`config.mk`:
```
export PLATFORM = sky130hd
export DESIGN_NAME = bale_cell
export DESIGN_NICKNAME = d
export VERILOG_FILES = /design/src/rtl/bale_pkg.sv /design/src/rtl/bale_cell.sv
export SDC_FILE = /design/constraint.sdc
export NUM_CORES = 1
export LEC_CHECK = 0
export BUFFER_PORTS_ARGS = -buffer_cell sky130_fd_sc_hd__buf_2
export CORE_MARGIN = 2
export CORE_UTILIZATION = 45
export CTS_CLUSTER_SIZE = 14
export DETAILED_ROUTE_END_ITERATION = 8
export GPL_ROUTABILITY_DRIVEN = 0
export PLACE_DENSITY = 0.95
export SYNTH_ARGS = -nofsm -noshare
export SYNTH_HDL_FRONTEND = slang
export SYNTH_SLANG_ARGS = --single-unit
```
`constraint.sdc`:
```
create_clock -name clk_i -period 4.58 [get_ports clk_i]
set_input_delay 0 -clock clk_i [delete_from_list [all_inputs] [get_ports clk_i]]
set_output_delay 0 -clock clk_i [all_outputs]
set_load 0.01 [all_outputs]
```
`src/rtl/bale_pkg.sv`:
```
// shared types and codes of the bounded array list engine
`timescale 1ns / 1ps
`default_nettype none

package bale_pkg;

  // position width, covers counts up to the largest supported depth
  localparam int POS_W = 11;

  // operation selector codes
  typedef enum logic [2:0] {
    FN_SET     = 3'd0,
    FN_APPEND  = 3'd1,
    FN_GET     = 3'd2,
    FN_DELETE  = 3'd3,
    FN_REPLACE = 3'd4,
    FN_SIZE    = 3'd5
  } func_e;

  // result status codes
  typedef enum logic [1:0] {
    ST_OK    = 2'd0,
    ST_CAP   = 2'd1,
    ST_FULL  = 2'd2,
    ST_COUNT = 2'd3
  } status_e;

  // sequencer states
  typedef enum logic [1:0] {
    S_IDLE   = 2'd0,
    S_GATHER = 2'd1,
    S_FINISH = 2'd2
  } state_e;

  // register word index of the capacity register
  localparam logic [0:0] REG_CAPACITY = 1'b0;

  // command broadcast to every slot cell
  typedef struct packed {
    logic             load;
    logic             wr_en;
    logic [POS_W-1:0] wr_pos;
    logic             fill_en;
    logic [POS_W-1:0] fill_lo;
    logic [POS_W-1:0] fill_hi;
    logic             shift_en;
    logic [POS_W-1:0] shift_lo;
    logic [POS_W-1:0] shift_hi;
    logic             get_en;
    logic [POS_W-1:0] get_pos;
  } cmd_t;

endpackage

`default_nettype wire

```
`src/rtl/bale_cell.sv`:
```
// one slot cell of the list: holds a word, takes its right neighbor on a shift
`timescale 1ns / 1ps
`default_nettype none

module bale_cell #(
  parameter int WORD_W   = 32,
  parameter int CELL_IDX = 0
) (
  input  logic                clk_i,
  input  bale_pkg::cmd_t      cmd_i,
  input  logic [WORD_W-1:0]   wr_data_i,
  input  logic [WORD_W-1:0]   nbr_i,
  output logic [WORD_W-1:0]   word_o,
  output logic [WORD_W-1:0]   tap_o
);

  localparam logic [bale_pkg::POS_W-1:0] Pos = bale_pkg::POS_W'(CELL_IDX);

  logic [WORD_W-1:0] word_d, word_q;
  logic [WORD_W-1:0] tap_d, tap_q;

  always_comb begin
    word_d = word_q;
    tap_d  = tap_q;
    if (cmd_i.load) begin
      // read tap is zero unless this cell is the one being read
      tap_d = (cmd_i.get_en && (cmd_i.get_pos == Pos)) ? word_q : '0;
      if (cmd_i.wr_en && (cmd_i.wr_pos == Pos)) begin
        word_d = wr_data_i;
      end else if (cmd_i.fill_en && (Pos >= cmd_i.fill_lo) && (Pos < cmd_i.fill_hi)) begin
        word_d = '0;
      end else if (cmd_i.shift_en && (Pos >= cmd_i.shift_lo) && (Pos < cmd_i.shift_hi)) begin
        word_d = nbr_i;
      end
    end
  end

  always_ff @(posedge clk_i) begin
    word_q <= word_d;
    tap_q  <= tap_d;
  end

  assign word_o = word_q;
  assign tap_o  = tap_q;

endmodule

`default_nettype wire

```
-- After elaboration in Yosys (flattened, before gate mapping)
Cells that the tools add are included.
W data, S select, Z words.
- register bits after elaboration: 64
- latch bits: 0
- memory bits (writable): 0
- memory bits (read-only): 0
- input port bits: 136
- output and inout bits: 64
- word-level logic and storage cells: 19
- memories kept: 0
- $add $sub $neg: 0
- multipliers: 0
- div/mod/pow operators: 0
- magnitude comparators: 4
- eq/ne operators: 0
- shift operators: 0
- muxes and demuxes: 3
- bitwise operators: 0
- reduce and logical (&&, ||, !) cells: 10
- operators with widths (kind ; count):
    $mux W32 ; 3
    $ge A1 B11 Y1 const A ; 2
    $logic_not A11 Y1 ; 2
    $lt A1 B11 Y1 const A ; 2
    $logic_and A1 B1 Y1 ; 6
    $reduce_bool A3 Y1 ; 1
    $reduce_and A2 Y1 ; 1

-- Longest topological paths before layout
Gate-level depths: netlist of run 1.
- word-level depth: 6
- depth in mapped cells: 6
- mapped depth without buffers: 4

-- Worst setup path before layout of run 1
OpenSTA, ideal clock, no wires.
- kind: input -> register
- from: in cmd_i[30] (netlist bit)
- to: reg word_q[0] (netlist: word_o[0]) (enable)
- library setup time: 392 ps
- arrival time: 1594 ps
- required time: 4188 ps
- path slack: 2594 ps
- cell stages on the path: 3
- buffers on the path: 0
- cell sequence: or4_1 > nor4_1 > a221o_1
- word-level cells in the longest chain between the ends: 5
- RTL lines (item ; RTL line ; source):
    start: declaration ; bale_cell.sv:10 ; input bale_pkg::cmd_t cmd_i,
    $ge A1 B11 Y1 ; bale_cell.sv:32 ; end else if (cmd_i.shift_en && (Pos >= cmd_i.shift_lo) && (Pos < cmd_i.shift_hi)) begin
    $logic_and A1 B1 Y1 (2 in a row) ; bale_cell.sv:32 ;
    $reduce_bool A3 Y1 (no line) ; n/a ;
    $reduce_and A2 Y1 (no line) ; n/a ;
    end signal: assignment ; bale_cell.sv:39 ; word_q <= word_d;
    end: declaration ; bale_cell.sv:19 ; logic [WORD_W-1:0] word_d, word_q;
Every way passes these cells.
A chain may end at the register's enable or synchronous reset.

-- Final worst setup path of run 1
- from: in cmd_i[64] (netlist bit)
- to: reg word_q[20] (netlist: word_o[20]) (data pin)
- word-level cells in the longest chain between the ends: 3
- RTL lines (item ; RTL line ; source):
    $logic_not A11 Y1 ; bale_cell.sv:28 ; if (cmd_i.wr_en && (cmd_i.wr_pos == Pos)) begin
    $logic_and A1 B1 Y1 ; bale_cell.sv:28 ;
    $mux W32 ; bale_cell.sv:28 ;
Every way passes these cells.

==> impl_metrics.py, run 1 <==
metrics = {
    "status": {
        "outcome": "completed",
    },
    "worst_setup_path": {
        "crit_end": "word_o[20]",
        "cp_max_fo": 32,
        "rr_worst_depth": 1,
        "critPathLaunchType": "input port",
        "cp_slowest_stage_delay_ns": 0.95,
        "cp-end-kind": "register",
        "crit_slowest_cell": "nand3_1",
        "r2r_setup_slack_ns": 3.76,
        "critPathKind": "in2reg",
        "critical_path_required_ns": 4.66,
        "r2r_start": "word_o[5]",
        "startpoint": "cmd_i[64]",
        "crit_chain": "buf_2, nor4_1, nand3_1, nand2_1, o21ai_2, dlygate4sd3_1",
        "reg2reg_to": "tap_o[5]",
        "cp.arrival_ns": 2.58,
    },
    "drt": {
        "firstDrtPassIters": 4,
        "dr.first_iter.drc_count": 146,
        "avgRoutedWirePerCell_microns": 16.03,
        "routed_wirelength_mm": 8.930,
        "drc": 0,
        "ant_nets": 0,
        "vias": 2824,
        "vias_per_cell": 5.070,
    },
    "synth": {
        "yosys_register_bits": 64,
        "seq_area_frac_synth_pct": 65.47,
        "synth_cell_types": 20,
        "yosys.area.top_type": "edfxtp_1",
        "syn_area_sq_um": 2935,
        "avgSynthCellArea_sq_um": 12.65,
        "synth_largest_type_area_fraction_pct": 65.47,
        "synth_area_leaders": "edfxtp_1 65%, nand2_1 8.2%, o21ai_2 7.8%",
        "yosysWarnings": 0,
        "syn_inst": 232,
        "synth_nets": 368,
    },
    "global_routing": {
        "grt_pass1_wl_mm": 13.52,
        "gr-total-overflow": 0,
        "grt_pass1_vias": 2919,
        "grt_usage_pct": 24.91,
        "grt_max_degree": 36,
        "antenna_found_initial": 0,
    },
    "floorplan": {
        "die_x_microns": 84.77,
        "dieHeight_microns": 84.77,
        "rows": 29,
        "core_area_sq_um": 6314,
        "dieArea_sq_um": 7185,
        "io-pin-count": 200,
        "start_util_pct": 46.49,
    },
    "cells_and_area": {
        "regArea_sq_um": 1922,
        "num-fill-cells": 457,
        "final_util_pct": 72.91,
        "final_nets": 611,
        "multi_input_area_sq_um": 915.9,
        "stdcell_count": 557,
        "area_growth_pct": 56.82,
        "insertedDiodeCount": 0,
        "layout-drive-gt1-share_pct": 51.88,
    },
    "run": {
        "drv_cap": 0,
    },
    "placed_design": {
        "portBuffers": 199,
        "hpwl_mm": 5.906,
        "dp_cells": 498,
    },
    "sta": {
        "timing.final.crit_period_ns": 2.492,
        "fin_skew_ns": 0.004888,
        "setup_viol": 0,
        "relSlewSlack_pct": 17.59,
        "rsz0062_at_grt": "false",
        "tightest_slew_ns": 1.233,
        "hold_viol": 0,
        "hold_ws_ns": 0.01433,
        "finalCritPeriodShare_pct": 54.42,
        "fmax_mhz": 401.2,
        "drv_slew": 0,
        "tns_ns": 0,
    },
    "clock_network": {
        "cts_tree": "built",
        "cts_resized": 0,
        "cts_sinks": 64,
        "clkTransAtPathRegs_ns": 0.08,
        "cts_max_level": 3,
        "cts_buffers": 9,
        "clock_tree.buffer_depth": 2,
        "cts_root_buf": "clkbuf_8",
        "clk_latency_ns": 0.33,
    },
    "power": {
        "p_per_area_nw_per_um2": 284.8,
        "power.leakage_nw": 2.094,
        "peakVddDrop_uv": 217.4,
        "p_total_mw": 1.311,
    },
    "worst_hold_path": {
        "min-delay-start": "nbr_i[25]",
        "hold_class": "in2reg",
    },
}
-- where the power goes --
part / internal (mW) / leakage [nW] / total, mW / switching, mW
clock: 0.306 / 0.101 / 0.527 / 0.221
sequential: 0.650 / 0.631 / 0.652 / 0.00184
combinational: 0.0806 / 1.36 / 0.132 / 0.0516
-- state kept, by name (all words and copies together) (netlist names) --
name / flops
tap_o: 32
word_o: 32
-- stage by stage --
step / area [sq um] / worst slack (ns)
2_1_floorplan: 2935 / 2.594
3_3_place_gp: 3953 / 2.397
3_5_place_dp: 3953 / 2.317
4_1_cts: 4603 / 2.171
5_1_grt: 4603 / 1.932
6_report: 4603 / 2.088
-- kinds of logic after synthesis --
logic type,count (synthesis),share of synthesized area [%]
AO/OA/AOI/OAI,34,9.847
AND/OR/NAND/NOR,121,21.36
buffers and inverters,13,3.325
flip-flops,64,65.47
-- metal layers --
| layer | routed length [microns] | global-route usage (%) | vias to the layer above |
|---|---|---|---|
| met4 | 473 | 14.14 | 0 |
| met5 | 0 | 0 | - |
| met2 | 5088 | 50.54 | 172 |
| li1 | - | - | 1327 |
| met1 | 2742 | 22.33 | 1290 |
| met3 | 625 | 4.425 | 35 |
-- synthesized netlist by cell type --
cell	instances
buf_6	6
nor4b_1	1
o21ai_1	4
and3_1	2
nor4_1	10
nor4b_2	2
and2_1	33
nor4_2	2
a221o_1	1
edfxtp_1	64
or4_1	1
clkbuf_1	6
o21ai_0	2
nand2_1	64
nand3_1	3
o21ai_2	26
nand4b_1	1
nor3_1	2
buf_4	1
a31oi_4	1
-- layout by cell type, fill, tap and decap left out, drive strengths merged --
cell,n
nand2,64
or4,1
and3,2
nand3,3
a221o,1
edfxtp,64
nor4,12
o21ai,32
and2,33
a31oi,1
clkinv,2
buf,202
clkbuf,9
nand4b,1
clkinvlp,3
nor4b,3
dlygate4sd3,43
bufinv,2
nor3,2
-- worst max-delay path: cells and delay by family --
kind / cells / cell delay, ns
AOI/OAI and AO/OA: 1 / 0.08
and+or+nand+nor: 3 / 1.83
buffers and inverters: 2 / 0.65
-- worst min-delay path by stage --
stage	cells after the start	end	slack, ns
after global placement	3	word_o[26]	0.28
after detailed placement	3	word_o[20]	0.28
after global routing	3	word_o[22]	0.01
final	3	word_o[25]	0.01
after floorplan	0	tap_o[0]	0.11
after CTS	3	word_o[25]	0.001
-- layout make-up --
class / instances / share of cell area, %
clock buffer: 9 / 2.691
tap: 77 / 2.093
sequential: 64 / 41.75
timing repair buffer: 245 / 31.48
clock inverter: 7 / 2.093
multi-input combinational: 155 / 19.90
-- timing repair --
item / 4_1_cts / 5_1_grt
setup endpoints to repair: 0 / 0
hold endpoints to repair: 31 / 0
hold buffers: 43 / 0
buffers inserted: 0 / 0
Power figures use the tool's default switching activity.
==> run 2, diff against run 1 <==
--- a/config.mk
+++ b/config.mk
@@ -5,13 +5,14 @@
 export SDC_FILE = /design/constraint.sdc
 export NUM_CORES = 1
 export LEC_CHECK = 0
+export ABC_AREA = 1
 export BUFFER_PORTS_ARGS = -buffer_cell sky130_fd_sc_hd__buf_2
 export CORE_MARGIN = 2
-export CORE_UTILIZATION = 45
+export CORE_UTILIZATION = 42
 export CTS_CLUSTER_SIZE = 14
 export DETAILED_ROUTE_END_ITERATION = 8
 export GPL_ROUTABILITY_DRIVEN = 0
-export PLACE_DENSITY = 0.95
+export PLACE_DENSITY = 0.91
 export SYNTH_ARGS = -nofsm -noshare
 export SYNTH_HDL_FRONTEND = slang
 export SYNTH_SLANG_ARGS = --single-unit
==> constraint.sdc (replaced) <==
create_clock -name clk_i -period 2.3 [get_ports clk_i]
set_input_delay 0 -clock clk_i [delete_from_list [all_inputs] [get_ports clk_i]]
set_output_delay 0 -clock clk_i [all_outputs]
set_load 0.01 [all_outputs]
==> run 2 against run 1 <==
Cell count up 19%. Hold slack got worse by 0.0073 ns. Routed wire length up 6.5%. Total power rose by 76%. Combinational power increased by 110%. Utilization is 6.1 points lower. Largest cell class unchanged. Largest power group unchanged.
==> impl_metrics.py, run 2 <==
metrics = {
    "sta": {
        "tightest_slew_ns": 0.5166,
        "fin_skew_ns": 0.007120,
        "finalCritPeriodShare_pct": 73.65,
        "timing.final.crit_period_ns": 1.694,
        "setup_viol": 0,
        "hold_ws_ns": 0.007059,
        "setup_ws_ns": 0.6062,
        "hold_viol": 0,
        "relSlewSlack_pct": 65.56,
        "drv_slew": 0,
        "tns_ns": 0,
        "rsz0062_at_grt": "false",
        "fmax_mhz": 590.4,
    },
    "clock_network": {
        "clk_latency_ns": 0.32,
        "postCtsSetupBuffers": 0,
        "cts_root_buf": "clkbuf_8",
        "cts_tree": "built",
        "clock_tree.buffer_depth": 2,
        "cts_resized": 0,
        "cts_sinks": 64,
        "cts_max_level": 3,
        "clkTransAtPathRegs_ns": 0.06,
        "cts_buffers": 9,
    },
    "worst_setup_path": {
        "crit_family": "buffers and inverters",
        "r2r_setup_slack_ns": 1.46,
        "critPathLaunchType": "input port",
        "critPathKind": "in2reg",
        "r2r_start": "word_o[31]",
        "reg2reg_to": "tap_o[31]",
        "crit_cells": 9,
        "crit_chain": "buf_2, nor2_1, nand2_1, nor2_1, nand2_2, clkinv_2, nand2_1, nand2_1, dlygate4sd3_1",
        "cp_max_fo": 32,
        "critical_path_required_ns": 2.37,
        "critPathMostFrequentCell": "nand2_1",
        "cp_num_buf_inv": 3,
        "cp_slowest_stage_delay_ns": 0.55,
        "rr_worst_depth": 2,
        "crit_slowest_cell": "dlygate4sd3_1",
        "cp-end-kind": "register",
        "cp.arrival_ns": 1.76,
    },
    "power": {
        "p_switching_uw": 479.2,
        "comb_power_share_pct": 12.1,
        "p_clk_share_pct": 31.7,
        "switching_share_pct": 20.72,
        "peakVddDrop_uv": 247.3,
        "power.leakage_nw": 2.403,
        "p_per_area_nw_per_um2": 482.0,
        "p_int_mw": 1.833,
        "power_frac_seq_pct": 56.2,
    },
    "cells_and_area": {
        "num-fill-cells": 553,
        "final_nets": 697,
        "layout_common_cells": "199 x buf_2, 81 x nand2_1, 64 x edfxtp_1",
        "layout-drive-gt1-share_pct": 44.58,
        "insertedDiodeCount": 0,
        "area_growth_pct": 55.98,
        "final_common_cell": "buf_2",
    },
    "drt": {
        "met2_length_mm": 5.150,
        "wl_met1_mm": 2.953,
        "vias": 3190,
        "vias_per_cell": 4.819,
        "routed_wirelength_mm": 9.508,
        "routed-wl-met3_microns": 780,
        "avgRoutedWirePerCell_microns": 14.36,
        "drc": 0,
        "dr.first_iter.drc_count": 99,
        "ant_nets": 0,
        "firstDrtPassIters": 4,
        "top_layer": "met4",
    },
    "placed_design": {
        "portBuffers": 199,
        "hpwl_mm": 6.359,
        "dp_slack_ns": 0.6964,
    },
    "synth": {
        "synth_nets": 440,
        "synth_commonest_cells": "81 x nand2_1, 64 x edfxtp_1, 43 x inv_1",
        "avgSynthCellArea_sq_um": 10.12,
        "synth_area_leaders": "edfxtp_1 62%, nand2_1 9.9%, nor2_2 5.7%",
        "syn_inst": 304,
        "post-synth-top-count-cell": "nand2_1",
        "synthFlopType": "edfxtp_1",
        "synth_largest_type_area_fraction_pct": 62.49,
        "yosys.area.top_type": "edfxtp_1",
        "seq_area_frac_synth_pct": 62.49,
        "synth_cell_types": 16,
        "syn_area_sq_um": 3075,
        "yosysWarnings": 0,
        "yosys_register_bits": 64,
        "synthArstFlopShare_pct": 0,
        "synth_edf_count": 64,
    },
    "worst_hold_path": {
        "min-delay-start": "nbr_i[25]",
        "min_to": "word_o[25]",
        "min_path_cells": 3,
        "hold_class": "in2reg",
    },
    "floorplan": {
        "core_area_sq_um": 7176,
        "dieHeight_microns": 89.57,
        "io-pin-count": 200,
        "dieArea_sq_um": 8023,
        "start_util_pct": 42.86,
        "die_x_microns": 89.57,
        "rows": 31,
    },
    "global_routing": {
        "gr-total-overflow": 0,
        "grt_pass1_wl_mm": 13.89,
        "grt_usage_pct": 23.49,
        "antenna_found_initial": 0,
        "grt_pass1_vias": 3174,
        "grt_max_degree": 33,
    },
    "status": {
        "outcome": "completed",
    },
    "run": {
        "drv_cap": 0,
    },
}
-- run 2: cell count changes after synthesis, sizes merged, moves of 6 or more --
cell    change
nor2       +57
inv        +43
o21ai      -32
and2       -31
nand3      +31
nand2      +19
nor4        -9
clkbuf      -6
-- run 2: cell type report --
type | count | area (sq um) | share of cell area [%]
multi-input cells | 184 | 870.8 | 18.15
repair buffers | 258 | 1574 | 32.81
inverters | 44 | 166.4 | 3.469
clock inverters | 3 | 12.51 | 0.2608
clock buffers | 10 | 127.6 | 2.660
flip-flops and latches | 64 | 1922 | 40.06
well taps | 99 | 123.9 | 2.582
-- run 2: tightest hold or removal path: cells and delay by family --
| kind | cells | cell delay, ns |
|---|---|---|
| buf+inv | 1 | 0.08 |
| simple gates | 2 | 0.14 |
-- run 2: kinds of logic (layout without fill, tap and decap cells) --
family | count (synthesis) | in the layout | synth area share (%)
buf+inv | 56 | 315 | 9.194
flops | 64 | 64 | 62.49
simple gates | 184 | 184 | 28.32
-- run 2: routing by layer --
metal | up-vias | global-route usage (%)
li1 | 1480 | -
met1 | 1408 | 22.68
met2 | 237 | 43.78
met3 | 65 | 4.022
met4 | 0 | 17.91
met5 | - | 0
-- run 2: power by group through the flow --
stage               Combinational (mW)  Sequential [mW]  Clock, mW
global placement                 0.195             1.32          0
floorplan                       0.0422             1.33          0
detailed placement               0.202             1.33          0
CTS                              0.272             1.30      0.747
finish                           0.280             1.30      0.732
global route                     0.307             1.30      0.810
-- run 2: repair_timing --
action / in CTS / in global routing
hold buffers: 54 / 0
endpoints found under the setup margin: 0 / 0
hold endpoints to repair: 32 / 0
-- run 2: worst max path at each step --
| stage | start | to |
|---|---|---|
| 6_report | cmd_i[61] | word_o[21] |
| 5_1_grt | cmd_i[63] | word_o[11] |
| 4_1_cts | cmd_i[61] | word_o[23] |
| 3_5_place_dp | cmd_i[61] | word_o[28] |
| 3_3_place_gp | cmd_i[59] | word_o[28] |
| 2_1_floorplan | cmd_i[46] | word_o[0] |
-- run 2: per-stage QoR --
step                cell area (sq um)  instances  power [mW]  util [%]
global route                     4797        662       2.417     66.85
global placement                 4116        595       1.519     57.37
detailed placement               4116        595       1.528     57.37
CTS                              4797        662       2.320     66.85
finish                           4797        662       2.312     66.85
floorplan                        3075        304       1.376         -
